<file path="src/rtl/core/crypto_unit_dispatch_arbiter_core_assert.svh">
// Assertion macros for the crypto unit dispatch arbiter core
`ifndef CRYPTO_UNIT_DISPATCH_ARBITER_CORE_ASSERT_SVH
`define CRYPTO_UNIT_DISPATCH_ARBITER_CORE_ASSERT_SVH

// Same-cycle implication, sampled on clk_i, off during reset
`define CUDA_ASSERT_IMPLIES(lbl, ante, cons) \
  lbl: assert property (@(posedge clk_i) disable iff (!rst_ni) (ante) |-> (cons)) \
    else $error("cuda: same-cycle check failed");

// Next-cycle implication, sampled on clk_i, off during reset
`define CUDA_ASSERT_NEXT(lbl, ante, cons) \
  lbl: assert property (@(posedge clk_i) disable iff (!rst_ni) (ante) |=> (cons)) \
    else $error("cuda: next-cycle check failed");

`endif

</file>
<file path="src/rtl/core/cuda_pkg.sv">
// Shared types, constants and helper functions of the crypto unit dispatch arbiter
`timescale 1ns / 1ps
package cuda_pkg;

  // Pool sizes and busy counter width
  localparam int unsigned MAX_ENC_UNITS  = 8;
  localparam int unsigned MAX_AUTH_UNITS = 8;
  localparam int unsigned BUSY_WIDTH     = 8;

  // One pool module serves both kinds; it is sized for the larger one
  localparam int unsigned UNIT_MAX = (MAX_ENC_UNITS > MAX_AUTH_UNITS) ?
                                     MAX_ENC_UNITS : MAX_AUTH_UNITS;
  localparam int unsigned IDX_W    = (UNIT_MAX > 1) ? $clog2(UNIT_MAX) : 1;
  localparam int unsigned CNT_W    = $clog2(UNIT_MAX + 1);

  localparam int unsigned BUSY_MAX = (1 << BUSY_WIDTH) - 1;
  localparam int unsigned LOAD_W   = (BUSY_WIDTH > 8) ? BUSY_WIDTH : 8;

  // Field widths of the ports
  localparam int unsigned CFG_IDX_W  = 8;
  localparam int unsigned CFG_DATA_W = 8;
  localparam int unsigned TAG_W      = 16;
  localparam int unsigned UIDX_W     = 3;
  localparam int unsigned UCNT_W     = 4;

  // Result buffer
  localparam int unsigned RBUF_DEPTH = 4;
  localparam int unsigned RBUF_PTR_W = $clog2(RBUF_DEPTH);
  localparam int unsigned RBUF_CNT_W = $clog2(RBUF_DEPTH + 1);

  // Configuration register indexes
  localparam logic [CFG_IDX_W-1:0] REG_ENC_BUSY_CYCLES  = CFG_IDX_W'(0);
  localparam logic [CFG_IDX_W-1:0] REG_AUTH_BUSY_CYCLES = CFG_IDX_W'(1);
  localparam logic [CFG_IDX_W-1:0] REG_ENC_UNIT_COUNT   = CFG_IDX_W'(2);
  localparam logic [CFG_IDX_W-1:0] REG_AUTH_UNIT_COUNT  = CFG_IDX_W'(3);

  // Unit kinds
  localparam logic KIND_ENC  = 1'b0;
  localparam logic KIND_AUTH = 1'b1;

  typedef enum logic [1:0] {
    CMD_TICK = 2'd0,
    CMD_APP  = 2'd1,
    CMD_EXIT = 2'd2,
    CMD_NET  = 2'd3
  } cmd_e;

  typedef enum logic [1:0] {
    OP_ENCRYPT      = 2'd0,
    OP_AUTHENTICATE = 2'd1,
    OP_DECRYPT      = 2'd2,
    OP_VERIFY       = 2'd3
  } op_e;

  typedef logic [BUSY_WIDTH-1:0] busy_t;

  // Pool control: count down on a tick, or load the lowest free unit
  typedef struct packed {
    logic  tick;
    logic  take;
    busy_t load;
  } pool_ctl_t;

  // Pool status: lowest free unit now, free units after a tick
  typedef struct packed {
    logic             found;
    logic [IDX_W-1:0] idx;
    logic [CNT_W-1:0] free_cnt;
  } pool_stat_t;

  // One result beat
  typedef struct packed {
    logic              unit_kind;
    logic [UIDX_W-1:0] unit_index;
    op_e               operation;
    logic [TAG_W-1:0]  tag_out;
    logic              dropped;
    logic              grant_exit;
    logic              grant_net;
    logic              grant_app;
    logic              is_tick_result;
    logic              last;
  } rec_t;

  // Busy time to load: zero counts as one, clip to the counter range
  function automatic busy_t load_value(input logic [CFG_DATA_W-1:0] c);
    logic [LOAD_W-1:0] v;
    v = LOAD_W'(c);
    if (v == '0) v = LOAD_W'(1);
    if (v > LOAD_W'(BUSY_MAX)) v = LOAD_W'(BUSY_MAX);
    return BUSY_WIDTH'(v);
  endfunction

  // Units in use, clipped to the pool size of that kind
  function automatic logic [CNT_W-1:0] sat_count(input logic [UCNT_W-1:0] c,
                                                 input int unsigned mx);
    if (32'(c) > mx) return CNT_W'(mx);
    return CNT_W'(c);
  endfunction

endpackage

</file>
<file path="src/rtl/core/cuda_pool.sv">
// One pool of crypto units: busy counters, lowest free search, free count
`timescale 1ns / 1ps
module cuda_pool (
  input  logic                  clk_i,
  input  logic                  rst_ni,
  input  cuda_pkg::pool_ctl_t   ctl_i,
  input  logic [cuda_pkg::CNT_W-1:0] n_active_i,
  output cuda_pkg::pool_stat_t  stat_o
);
  import cuda_pkg::*;

  busy_t               busy_q [UNIT_MAX];
  busy_t               busy_d [UNIT_MAX];
  logic [UNIT_MAX-1:0] free_now;
  logic [UNIT_MAX-1:0] free_after_tick;
  logic [IDX_W-1:0]    low_idx;

  // Flag free units among those in use
  always_comb begin
    for (int i = 0; i < UNIT_MAX; i++) begin
      free_now[i]        = (CNT_W'(i) < n_active_i) && (busy_q[i] == '0);
      free_after_tick[i] = (CNT_W'(i) < n_active_i) && (busy_q[i] <= busy_t'(1));
    end
  end

  // Pick the lowest free unit
  always_comb begin
    low_idx = '0;
    for (int i = UNIT_MAX - 1; i >= 0; i--) begin
      if (free_now[i]) low_idx = IDX_W'(i);
    end
  end

  assign stat_o.found    = |free_now;
  assign stat_o.idx      = low_idx;
  assign stat_o.free_cnt = CNT_W'($countones(free_after_tick));

  // Count down on a tick, load the chosen unit on a dispatch
  always_comb begin
    for (int i = 0; i < UNIT_MAX; i++) begin
      busy_d[i] = busy_q[i];
      if (ctl_i.tick && (busy_q[i] != '0)) begin
        busy_d[i] = busy_q[i] - busy_t'(1);
      end else if (ctl_i.take && (low_idx == IDX_W'(i))) begin
        busy_d[i] = ctl_i.load;
      end
    end
  end

  always_ff @(posedge clk_i or negedge rst_ni) begin
    if (!rst_ni) begin
      for (int i = 0; i < UNIT_MAX; i++) busy_q[i] <= '0;
    end else begin
      for (int i = 0; i < UNIT_MAX; i++) busy_q[i] <= busy_d[i];
    end
  end

endmodule

</file>
<file path="src/rtl/core/cuda_rbuf.sv">
// Result buffer: takes one or two beats per cycle while it has room, hands out one per cycle while the reader takes it
`timescale 1ns / 1ps
module cuda_rbuf (
  input  logic          clk_i,
  input  logic          rst_ni,
  input  logic          push_i,
  input  logic          pair_i,
  input  cuda_pkg::rec_t rec0_i,
  input  cuda_pkg::rec_t rec1_i,
  output logic          room_o,
  output logic          valid_o,
  input  logic          pop_i,
  output cuda_pkg::rec_t rec_o
);
  import cuda_pkg::*;

  rec_t                  mem_q [RBUF_DEPTH];
  logic [RBUF_PTR_W-1:0] wr_ptr_q, wr_ptr_d;
  logic [RBUF_PTR_W-1:0] rd_ptr_q, rd_ptr_d;
  logic [RBUF_CNT_W-1:0] cnt_q, cnt_d;
  logic [RBUF_CNT_W-1:0] n_push;
  logic                  pop;

  // Room for a full pair is needed before the next beat in
  assign room_o  = cnt_q <= RBUF_CNT_W'(RBUF_DEPTH - 2);
  assign valid_o = cnt_q != '0;
  assign rec_o   = mem_q[rd_ptr_q];
  assign pop     = valid_o && pop_i;

  // Advance pointers and fill level
  always_comb begin
    n_push   = push_i ? (pair_i ? RBUF_CNT_W'(2) : RBUF_CNT_W'(1)) : '0;
    wr_ptr_d = wr_ptr_q + RBUF_PTR_W'(n_push);
    rd_ptr_d = rd_ptr_q + RBUF_PTR_W'(pop);
    cnt_d    = cnt_q + n_push - RBUF_CNT_W'(pop);
  end

  always_ff @(posedge clk_i or negedge rst_ni) begin
    if (!rst_ni) begin
      wr_ptr_q <= '0;
      rd_ptr_q <= '0;
      cnt_q    <= '0;
    end else begin
      wr_ptr_q <= wr_ptr_d;
      rd_ptr_q <= rd_ptr_d;
      cnt_q    <= cnt_d;
    end
  end

  // Store beats
  always_ff @(posedge clk_i) begin
    if (push_i) mem_q[wr_ptr_q] <= rec0_i;
    if (push_i && pair_i) mem_q[wr_ptr_q + RBUF_PTR_W'(1)] <= rec1_i;
  end

endmodule

</file>
<file path="src/rtl/core/crypto_unit_dispatch_arbiter_core.sv">
// Top level of the crypto unit dispatch arbiter
`timescale 1ns / 1ps
`include "crypto_unit_dispatch_arbiter_core_assert.svh"
// Takes one beat per clock: a tick, which counts down the busy units and
// grants the waiting queues (exit, then net, then app), or a flit arrival,
// which goes to the lowest free unit of each kind it needs or is dropped.
// Every item is worked off in the cycle it is accepted, against the unit
// busy counters; its result beats (one, two for a dispatched net flit) are
// registered in a four-deep result buffer and reach the output behind
// earlier beats. The input takes an item whenever the buffer has room for
// two beats, so the sustained rate is one item per clock as long as the
// output drains one beat per clock; the output paces runs of net flits.
// Configuration writes are taken in any cycle (cfg_ready_o is tied high).
module crypto_unit_dispatch_arbiter_core (
  input  logic                            clk_i,
  input  logic                            rst_ni,
  // configuration
  input  logic                            cfg_valid_i,
  output logic                            cfg_ready_o,
  input  logic [cuda_pkg::CFG_IDX_W-1:0]  cfg_index_i,
  input  logic [cuda_pkg::CFG_DATA_W-1:0] cfg_data_i,
  // input items
  input  logic                            in_valid_i,
  output logic                            in_ready_o,
  input  logic [1:0]                      command_i,
  input  logic [cuda_pkg::TAG_W-1:0]      flit_tag_i,
  input  logic                            exit_waiting_i,
  input  logic                            net_waiting_i,
  input  logic                            app_waiting_i,
  // results
  output logic                            out_valid_o,
  input  logic                            out_ready_i,
  output logic                            unit_kind_o,
  output logic [cuda_pkg::UIDX_W-1:0]     unit_index_o,
  output logic [1:0]                      operation_o,
  output logic [cuda_pkg::TAG_W-1:0]      tag_out_o,
  output logic                            dropped_o,
  output logic                            grant_exit_o,
  output logic                            grant_net_o,
  output logic                            grant_app_o,
  output logic                            is_tick_result_o,
  output logic                            last_o
);
  import cuda_pkg::*;

  logic [CFG_DATA_W-1:0] enc_busy_cycles_q, auth_busy_cycles_q;
  logic [UCNT_W-1:0]     enc_unit_count_q, auth_unit_count_q;

  logic             acc;
  cmd_e             cmd;
  logic [CNT_W-1:0] n_enc, n_auth;
  pool_ctl_t        enc_ctl, auth_ctl;
  pool_stat_t       enc_stat, auth_stat;
  logic             net_ok;
  logic             g_exit, g_net, g_app;
  rec_t             rec0, rec1, rec_out;
  logic             pair;

  // Configuration registers
  assign cfg_ready_o = 1'b1;

  always_ff @(posedge clk_i or negedge rst_ni) begin
    if (!rst_ni) begin
      enc_busy_cycles_q  <= CFG_DATA_W'(1);
      auth_busy_cycles_q <= CFG_DATA_W'(1);
      enc_unit_count_q   <= UCNT_W'(8);
      auth_unit_count_q  <= UCNT_W'(8);
    end else if (cfg_valid_i) begin
      unique case (cfg_index_i)
        REG_ENC_BUSY_CYCLES:  enc_busy_cycles_q  <= cfg_data_i;
        REG_AUTH_BUSY_CYCLES: auth_busy_cycles_q <= cfg_data_i;
        REG_ENC_UNIT_COUNT:   enc_unit_count_q   <= cfg_data_i[UCNT_W-1:0];
        REG_AUTH_UNIT_COUNT:  auth_unit_count_q  <= cfg_data_i[UCNT_W-1:0];
        default: ;
      endcase
    end
  end

  // Accept and decode
  assign acc    = in_valid_i && in_ready_o;
  assign cmd    = cmd_e'(command_i);
  assign n_enc  = sat_count(enc_unit_count_q, MAX_ENC_UNITS);
  assign n_auth = sat_count(auth_unit_count_q, MAX_AUTH_UNITS);
  assign net_ok = enc_stat.found && auth_stat.found;

  // Drive the pools
  always_comb begin
    enc_ctl.tick  = acc && (cmd == CMD_TICK);
    auth_ctl.tick = acc && (cmd == CMD_TICK);
    enc_ctl.take  = acc && (((cmd == CMD_APP) && enc_stat.found) ||
                            ((cmd == CMD_NET) && net_ok));
    auth_ctl.take = acc && (((cmd == CMD_EXIT) && auth_stat.found) ||
                            ((cmd == CMD_NET) && net_ok));
    enc_ctl.load  = load_value(enc_busy_cycles_q);
    auth_ctl.load = load_value(auth_busy_cycles_q);
  end

  cuda_pool u_enc_pool (
    .clk_i      (clk_i),
    .rst_ni     (rst_ni),
    .ctl_i      (enc_ctl),
    .n_active_i (n_enc),
    .stat_o     (enc_stat)
  );

  cuda_pool u_auth_pool (
    .clk_i      (clk_i),
    .rst_ni     (rst_ni),
    .ctl_i      (auth_ctl),
    .n_active_i (n_auth),
    .stat_o     (auth_stat)
  );

  // Grant queues in priority order against the free counts after the tick
  always_comb begin
    g_exit = exit_waiting_i && (auth_stat.free_cnt != '0);
    g_net  = net_waiting_i && (enc_stat.free_cnt != '0) &&
             (auth_stat.free_cnt > CNT_W'(g_exit));
    g_app  = app_waiting_i && (enc_stat.free_cnt > CNT_W'(g_net));
  end

  // Build result beats
  always_comb begin
    rec0         = '0;
    rec1         = '0;
    pair         = 1'b0;
    rec0.tag_out = flit_tag_i;
    rec0.last    = 1'b1;
    unique case (cmd)
      CMD_TICK: begin
        rec0.tag_out        = '0;
        rec0.grant_exit     = g_exit;
        rec0.grant_net      = g_net;
        rec0.grant_app      = g_app;
        rec0.is_tick_result = 1'b1;
      end
      CMD_APP: begin
        rec0.unit_kind  = KIND_ENC;
        rec0.unit_index = enc_stat.found ? UIDX_W'(enc_stat.idx) : '0;
        rec0.operation  = OP_ENCRYPT;
        rec0.dropped    = !enc_stat.found;
      end
      CMD_EXIT: begin
        rec0.unit_kind  = auth_stat.found ? KIND_AUTH : KIND_ENC;
        rec0.unit_index = auth_stat.found ? UIDX_W'(auth_stat.idx) : '0;
        rec0.operation  = OP_AUTHENTICATE;
        rec0.dropped    = !auth_stat.found;
      end
      CMD_NET: begin
        rec0.unit_kind  = KIND_ENC;
        rec0.unit_index = net_ok ? UIDX_W'(enc_stat.idx) : '0;
        rec0.operation  = OP_DECRYPT;
        rec0.dropped    = !net_ok;
        rec0.last       = !net_ok;
        rec1.unit_kind  = KIND_AUTH;
        rec1.unit_index = UIDX_W'(auth_stat.idx);
        rec1.operation  = OP_VERIFY;
        rec1.tag_out    = flit_tag_i;
        rec1.last       = 1'b1;
        pair            = net_ok;
      end
      default: ;
    endcase
  end

  cuda_rbuf u_rbuf (
    .clk_i   (clk_i),
    .rst_ni  (rst_ni),
    .push_i  (acc),
    .pair_i  (pair),
    .rec0_i  (rec0),
    .rec1_i  (rec1),
    .room_o  (in_ready_o),
    .valid_o (out_valid_o),
    .pop_i   (out_ready_i),
    .rec_o   (rec_out)
  );

  // Unpack the output beat
  assign unit_kind_o      = rec_out.unit_kind;
  assign unit_index_o     = rec_out.unit_index;
  assign operation_o      = rec_out.operation;
  assign tag_out_o        = rec_out.tag_out;
  assign dropped_o        = rec_out.dropped;
  assign grant_exit_o     = rec_out.grant_exit;
  assign grant_net_o      = rec_out.grant_net;
  assign grant_app_o      = rec_out.grant_app;
  assign is_tick_result_o = rec_out.is_tick_result;
  assign last_o           = rec_out.last;

  // Checks
  `CUDA_ASSERT_NEXT(a_pair_second_beat_held, out_valid_o && out_ready_i && !last_o, out_valid_o)
  `CUDA_ASSERT_IMPLIES(a_drop_not_tick, out_valid_o && dropped_o, !is_tick_result_o)
  `CUDA_ASSERT_IMPLIES(a_stall_has_output, !in_ready_o, out_valid_o)
  `CUDA_ASSERT_IMPLIES(a_take_not_on_tick, enc_ctl.take || auth_ctl.take, !enc_ctl.tick)

endmodule
</file>
<file path="config.mk">
export PLATFORM = sky130hd
export DESIGN_NAME = crypto_unit_dispatch_arbiter_core
export DESIGN_NICKNAME = d
export VERILOG_FILES = /design/src/rtl/core/cuda_pkg.sv /design/src/rtl/core/cuda_pool.sv /design/src/rtl/core/cuda_rbuf.sv /design/src/rtl/core/crypto_unit_dispatch_arbiter_core.sv
export VERILOG_INCLUDE_DIRS = /design/src /design/src/rtl/core
export SDC_FILE = /design/constraint.sdc
export NUM_CORES = 1
export LEC_CHECK = 0
export BUFFER_PORTS_ARGS = -buffer_cell sky130_fd_sc_hd__buf_2
export CELL_PAD_IN_SITES_DETAIL_PLACEMENT = 0
export CELL_PAD_IN_SITES_GLOBAL_PLACEMENT = 1
export CORE_ASPECT_RATIO = 0.7
export CORE_MARGIN = 4
export CORE_UTILIZATION = 45
export CTS_BUF_LIST = sky130_fd_sc_hd__clkbuf_16
export DETAILED_ROUTE_END_ITERATION = 12
export GPL_TIMING_DRIVEN = 0
export PLACE_DENSITY_LB_ADDON = 0.1
export SYNTH_ARGS = -nofsm -noshare
export SYNTH_HDL_FRONTEND = slang
export SYNTH_SLANG_ARGS = --single-unit
</file>
<file path="constraint.sdc">
create_clock -name clk_i -period 4.4 [get_ports clk_i]
set_input_delay 0.44 -clock clk_i [delete_from_list [all_inputs] [get_ports clk_i]]
set_output_delay 0.44 -clock clk_i [all_outputs]
set_load 0.05 [all_outputs]
</file>
Yosys cells after proc, flatten, opt, wreduce, memory -nomap -nowiden:

Memories as Yosys holds them, arrays and structs flattened.
Cells that the tools add are included.

* register bits after elaboration: 159
* memory bits (writable): 112
* bits of input ports: 42
* output and inout port bits: 31
* word-level logic and storage cells: 340
* memories: 1

Memory list
* u_rbuf.mem_q: words 4, width 28, read ports 1, clocked after Yosys merged registers in 0, wr ports 2, RTL line cuda_rbuf.sv:17 `rec_t mem_q [RBUF_DEPTH];`

* add/sub/neg operators: 35
* order comparisons: 39
* equality and inequality tests: 20
* multiplexer cells: 76
* reductions and logical operators: 146

Operators with widths (count)
* 2-to-1 mux 8 bit: 36
* zero test 8 bit: 19
* less-or-equal comparator 8 x 1 -> 1 bit, second input constant: 16
* nonzero test 8 bit: 16
* subtractor 8 x 1 -> 8 bit, second input constant: 16
* logical AND 1 bit: 78
* 2-to-1 mux 3 bit: 20
* less-than comparator 3 x 4 -> 1 bit, first input constant: 8
* nonzero test 2 bit: 16
* adder 4 bit: 6
* == test 3 bit, second input constant: 8
* 2-to-1 mux 22 bit: 1
* 2-to-1 mux 4 bit: 5
* one-hot mux 6 bit (3 select lines): 1
* adder 1 x 1 -> 2 bit: 8
* == test 8 x 2 -> 1 bit, second input constant: 2
* greater-than comparator 8 bit, second input constant: 2
* less-than comparator 1 x 4 -> 1 bit, first input constant: 4
* less-than comparator 2 x 4 -> 1 bit, first input constant: 4
* 2-to-1 mux 16 bit: 1
* OR reduction 8 bit: 2
* == test 3 x 2 -> 1 bit, second input constant: 4
* 2-to-1 mux 1 bit: 10
* == test 8 x 1 -> 1 bit, second input constant: 1
* other kinds (20): 32

Depth between registers and ports, before layout:

* word-level depth: 17
* mapped depth: 24
* depth with buffers taken out: 24

Cells and area by module:

From an unflattened synthesis, not the netlist that was laid out.

* cells, all modules: 1509
* area, all modules: 16789.9 sq um

By module, submodules not included
* cuda_rbuf: instances 1, cells each 315, area each 6150.9 sq um, sequential area each 3538.4 sq um
* cuda_pool (u_enc_pool): instances 1, cells each 513, area each 4559.4 sq um, sequential area each 1601.5 sq um
* cuda_pool (u_auth_pool): instances 1, cells each 522, area each 4524.3 sq um, sequential area each 1601.5 sq um
* crypto_unit_dispatch_arbiter_core: instances 1, cells each 159, area each 1555.2 sq um, sequential area each 605.6 sq um

Worst setup path after synthesis:

Ideal clock, no wire load.

* kind: flip-flop to flip-flop
* from: reg u_auth_pool.busy_q[44] in the netlist's numbering
* to: mem u_rbuf.mem_q[2][2] in the netlist's numbering
* setup time: 0.065 ns
* arrival time: 4.816 ns
* required time: 4.335 ns
* setup slack: -0.482 ns
* stages on the path, launching flop included: 22
* path buffers: 0
* clock period less this slack: 4.882 ns
* cell sequence: dfrtp_1 > nor4_1 > nand2_1 > nor4_1 > ha_1 > fa_1 > fa_1 > ha_1 > inv_1 > fa_1 > nand3b_1 > o21a_1 > ha_1 > nor2_1 > nor2_1 > a211oi_1 > ha_1 > o21ai_0 > nand3_1 > nor2_1 > a21oi_1 > nor2_1

RTL lines
* from (decl): RTL line cuda_pool.sv:12 `busy_t busy_q [UNIT_MAX];`
* to (decl): RTL line cuda_rbuf.sv:17

==> metrics.txt <==
# TYPE chip_impl_metric gauge
chip_impl_metric{name="layout_setup_ws",unit="ns"} -0.498
chip_impl_metric{name="power_density",unit="nW/µm²"} 580
chip_impl_metric{name="grt_max_degree",unit=""} 89
chip_impl_metric{name="drt_pass1_iterations",unit=""} 6
chip_impl_metric{name="finalSetupViolCount",unit=""} 8
chip_impl_metric{name="syn2layout_area_growth",unit="%"} 15.4
chip_impl_metric{name="drv_slew",unit=""} 0
chip_impl_metric{name="pre_cts_ws",unit="ns"} -0.920
chip_impl_info{name="violations",value="negative setup slack"} 1
chip_impl_metric{name="dpl_cell_area",unit="µm²"} 16600
chip_impl_metric{name="final_hold_viol_count",unit=""} 0
chip_impl_metric{name="synth-edff-count",unit=""} 92
chip_impl_metric{name="clk_pin_slew_worst_paths",unit="ns"} 0.07
chip_impl_metric{name="flip_flop_and_latch_count_after_synthesis",unit=""} 271
chip_impl_metric{name="initial_utilization",unit="%"} 45.9
chip_impl_metric{name="final.fill_count",unit=""} 3124
chip_impl_metric{name="finalWorstPathRequiredPeriod",unit="ns"} 4.90
chip_impl_info{name="cts_tree",value="done"} 1
chip_impl_metric{name="post_drt_via_cell_ratio",unit=""} 5.92
chip_impl_metric{name="synth_cell_type_count",unit=""} 87
chip_impl_metric{name="timing.critical_path.required",unit="ns"} 4.88
chip_impl_info{name="outcome",value="finished with violations"} 1
chip_impl_metric{name="drt_iter0_drc",unit=""} 1017
chip_impl_info{name="end_kind",value="flip-flop"} 1
chip_impl_metric{name="groute.usage.overall",unit="%"} 24.8
chip_impl_metric{name="htree_num_levels",unit=""} 1
chip_impl_metric{name="remaining_drc_errors",unit=""} 0
chip_impl_info{name="worst_setup_path_start_kind",value="flip-flop"} 1
chip_impl_metric{name="synthArstFlopShare",unit="%"} 58.7
chip_impl_metric{name="p_leak",unit="nW"} 7.13
chip_impl_metric{name="place_inst",unit=""} 2063
chip_impl_metric{name="maxCapViolations",unit=""} 0
chip_impl_metric{name="clk_path_buf_depth",unit=""} 3
chip_impl_metric{name="number_of_antenna_violations_at_the_first_check_in_global_routing",unit=""} 1
chip_impl_metric{name="synth_area",unit="µm²"} 15500
chip_impl_metric{name="first_global_vias",unit=""} 12200
chip_impl_metric{name="dieHeight",unit="µm"} 163
chip_impl_metric{name="global_route.overflow_total",unit=""} 0
chip_impl_metric{name="portBuffers",unit=""} 70
chip_impl_info{name="synth_ff_type",value="sky130_fd_sc_hd__dfrtp_1"} 1
chip_impl_metric{name="maxSlewHeadroom",unit="%"} 23.8
chip_impl_metric{name="pin_count",unit=""} 73
chip_impl_metric{name="route.vias.total",unit=""} 12700
chip_impl_metric{name="clk-insertion-delay-late",unit="ns"} 0.57
chip_impl_metric{name="skew",unit="ns"} 0.0153
chip_impl_info{name="grt_setup_unrepaired",value="true"} 1
chip_impl_metric{name="synth.yosys.warnings",unit=""} 0
chip_impl_metric{name="global_route.usage.met2",unit="%"} 37.2
chip_impl_metric{name="routedWlPerCell",unit="µm"} 21.9
chip_impl_metric{name="wire_length_of_the_first_global_routing_pass",unit="µm"} 73000
chip_impl_metric{name="worstPathMaxFanout",unit=""} 4
chip_impl_metric{name="totalPowerFinal",unit="W"} 0.0104
chip_impl_metric{name="final_area",unit="µm²"} 17900
chip_impl_metric{name="fin_worst_hold_slack",unit="ns"} 0.119
chip_impl_metric{name="worstMarginPinSlew",unit="ns"} 1.14
chip_impl_metric{name="detail-route-antenna-nets",unit=""} 0
chip_impl_metric{name="cts.sink_count",unit=""} 271
chip_impl_metric{name="numCtsBuffers",unit=""} 29
chip_impl_metric{name="die_area",unit="µm²"} 37600
chip_impl_metric{name="syn_inst",unit=""} 1528
chip_impl_metric{name="finalNetCount",unit=""} 1753
chip_impl_metric{name="drive_gt1_share",unit="%"} 18.4
chip_impl_metric{name="gp_routability_congestion",unit=""} 0.850
chip_impl_info{name="critical_path_class",value="flip-flop to flip-flop"} 1
chip_impl_info{name="ctsRootBufferMaster",value="sky130_fd_sc_hd__clkbuf_16"} 1
chip_impl_metric{name="core_region_area",unit="µm²"} 33800
chip_impl_info{name="worst_hold_path_type",value="input port to flip-flop"} 1
chip_impl_metric{name="yosysSeqAreaShare",unit="%"} 46.1
chip_impl_metric{name="die_w",unit="µm"} 230
chip_impl_metric{name="vdd_ir_drop_max",unit="mV"} 0.299
chip_impl_info{name="busiest_layer",value="met1"} 1
chip_impl_metric{name="num_rows",unit=""} 56
chip_impl_metric{name="instances_no_fill",unit=""} 2138
chip_impl_metric{name="met3_usage_grt",unit="%"} 3.31
chip_impl_metric{name="route.final.wire_length",unit="µm"} 46800
chip_impl_metric{name="dpl.hpwl",unit="µm"} 32500
chip_impl_metric{name="period_share",unit="%"} 111
chip_impl_metric{name="synthesis.area_per_instance",unit="µm²"} 10.2
chip_impl_metric{name="fmax",unit="GHz"} 0.204
chip_impl_metric{name="synth_fp_nets",unit=""} 1630
chip_impl_metric{name="arrival",unit="ns"} 5.38
chip_impl_metric{name="gr-usage-met1",unit="%"} 38.0
## cell usage in the layout, fill, tap and decap left out, drive strengths merged, types with 19 or more instances in the layout
cell	n
a21oi	93
buf	104
clkbuf	81
dfrtp	155
dfxtp	20
edfxtp	92
ha	51
inv	83
mux2	25
mux2i	30
mux4	28
nand2	127
nand3	65
nor2	118
nor2b	67
nor3	68
nor3b	19
nor4	28
o21ai	73
o221a	32
o22ai	20
or3	29
## area by class of cell
type                    instances  area [µm²]  area share, %
clock inverters                24         258           1.44
flip-flops and latches        271        7150           39.9
clock buffers                  29         726           4.05
well taps                     464         581           3.24
plain buffers                  65         284           1.59
multi-input cells            1112        8050           45.0
diodes                          1        2.50         0.0140
repair buffers                 92         548           3.06
inverters                      80         300           1.68
## report_power, final
group	switching, W	internal [W]	leakage [nW]
registers	0.000810	0.00337	2.84
logic	0.00222	0.00142	3.82
clock network	0.00111	0.00145	0.471
## logic make-up after synthesis
kind of cell    share of synthesized area (%)
simple gates                             19.7
compound gates                           16.5
flops                                    46.1
buf+inv                                  3.69
mux                                      7.81
fa+ha+maj                                5.27
xor+xnor                                 1.02
other cells                            0.0242
## sequential cells by signal (all words and copies together), names as in the netlist
| register | cells |
|---|---|
| auth_busy_cycles_q | 8 |
| auth_unit_count_q | 4 |
| enc_busy_cycles_q | 8 |
| enc_unit_count_q | 4 |
| u_auth_pool.busy_q | 64 |
| u_enc_pool.busy_q | 64 |
| u_rbuf.cnt_q | 3 |
| u_rbuf.mem_q | 112 |
| u_rbuf.rd_ptr_q | 2 |
| u_rbuf.wr_ptr_q | 2 |
## per-layer routing
layer | part of all wire (%) | wire length (µm) | vias to the layer above
met3 | 5.6 | 2600 | 75
met5 | 0 | 0 | -
li1 | - | - | 5954
met4 | 2.4 | 1130 | 0
met2 | 44 | 20300 | 374
met1 | 49 | 22700 | 6261
## worst paths after layout
kind                                      startpoint                     end  slack, ns  depth (start not counted)
worst max register to register  auth_unit_count_q[3]      u_rbuf.mem_q[3][2]      -0.50                         21
max in group asynchronous                     rst_ni    u_enc_pool.busy_q[1]       3.05                          3
worst min register to register    u_rbuf.mem_q[1][2]      u_rbuf.mem_q[1][2]       0.47                          2
min in group asynchronous                     rst_ni  u_auth_pool.busy_q[16]       0.50                          2
worst min-delay path                   cfg_data_i[6]    enc_busy_cycles_q[6]       0.12                          3
worst max-delay path            auth_unit_count_q[3]      u_rbuf.mem_q[3][2]      -0.50                         21
## stage by stage
| step | setup TNS [ns] | util (%) |
|---|---|---|
| 2_1_floorplan | -0.00608 | - |
| 3_3_place_gp | -13.06 | 48.9 |
| 3_5_place_dp | -14.78 | 49.0 |
| 4_1_cts | -7.54 | 52.7 |
| 5_1_grt | -4.54 | 53.0 |
| 6_report | -2.81 | 53.0 |
## cells in the mapped netlist, drive strengths merged, types with 12 or more instances
cell    count  share of area, %
dfrtp     155                25
o21ai      73               2.4
a211oi     14              0.68
nor4       28               1.3
dfxtp      20               2.6
a31oi      18              0.73
nand3      65               2.1
mux4       28               4.1
xnor2      13              0.73
nand2     127               3.1
buf        12              0.48
nor2      118               2.9
o221a      32               2.3
mux2i      30               1.9
or3        29               1.2
a21oi      93               3.0
a21o       16              0.77
clkbuf     53               1.3
mux2       25               1.8
o22ai      20              0.81
ha         51               4.1
inv        80               1.9
nor2b      67               2.7
nor3b      19              0.95
edfxtp     92                18
nor3       68               2.4
## what timing repair did
item | 4_1_cts | 5_1_grt
hold buffers | 1 | 0
gates resized for setup | 23 | 22
hold endpoints to repair | 84 | 0
buffers inserted | 15 | 5
setup endpoints to repair | 54 | 111
pin swaps | 11 | 6
## critical path: stages, from the launching register on
cell,delay (ns)
sky130_fd_sc_hd__dfstp_2,0.55
sky130_fd_sc_hd__buf_8,0.11
sky130_fd_sc_hd__a21o_1,0.15
sky130_fd_sc_hd__nand2_2,0.09
sky130_fd_sc_hd__nor4_4,0.29
sky130_fd_sc_hd__ha_2,0.24
sky130_fd_sc_hd__fa_1,0.40
sky130_fd_sc_hd__fa_1,0.50
sky130_fd_sc_hd__ha_2,0.17
sky130_fd_sc_hd__inv_2,0.03
sky130_fd_sc_hd__fa_1,0.48
sky130_fd_sc_hd__nand3b_1,0.12
sky130_fd_sc_hd__o21a_2,0.25
sky130_fd_sc_hd__ha_4,0.28
sky130_fd_sc_hd__nor2_4,0.04
sky130_fd_sc_hd__nor2_4,0.18
sky130_fd_sc_hd__a211oi_2,0.07
sky130_fd_sc_hd__ha_1,0.29
sky130_fd_sc_hd__o21ai_2,0.13
sky130_fd_sc_hd__nand3_2,0.11
sky130_fd_sc_hd__buf_4,0.18
sky130_fd_sc_hd__o22ai_1,0.16
Note: power is estimated with default switching activity, not from simulation.
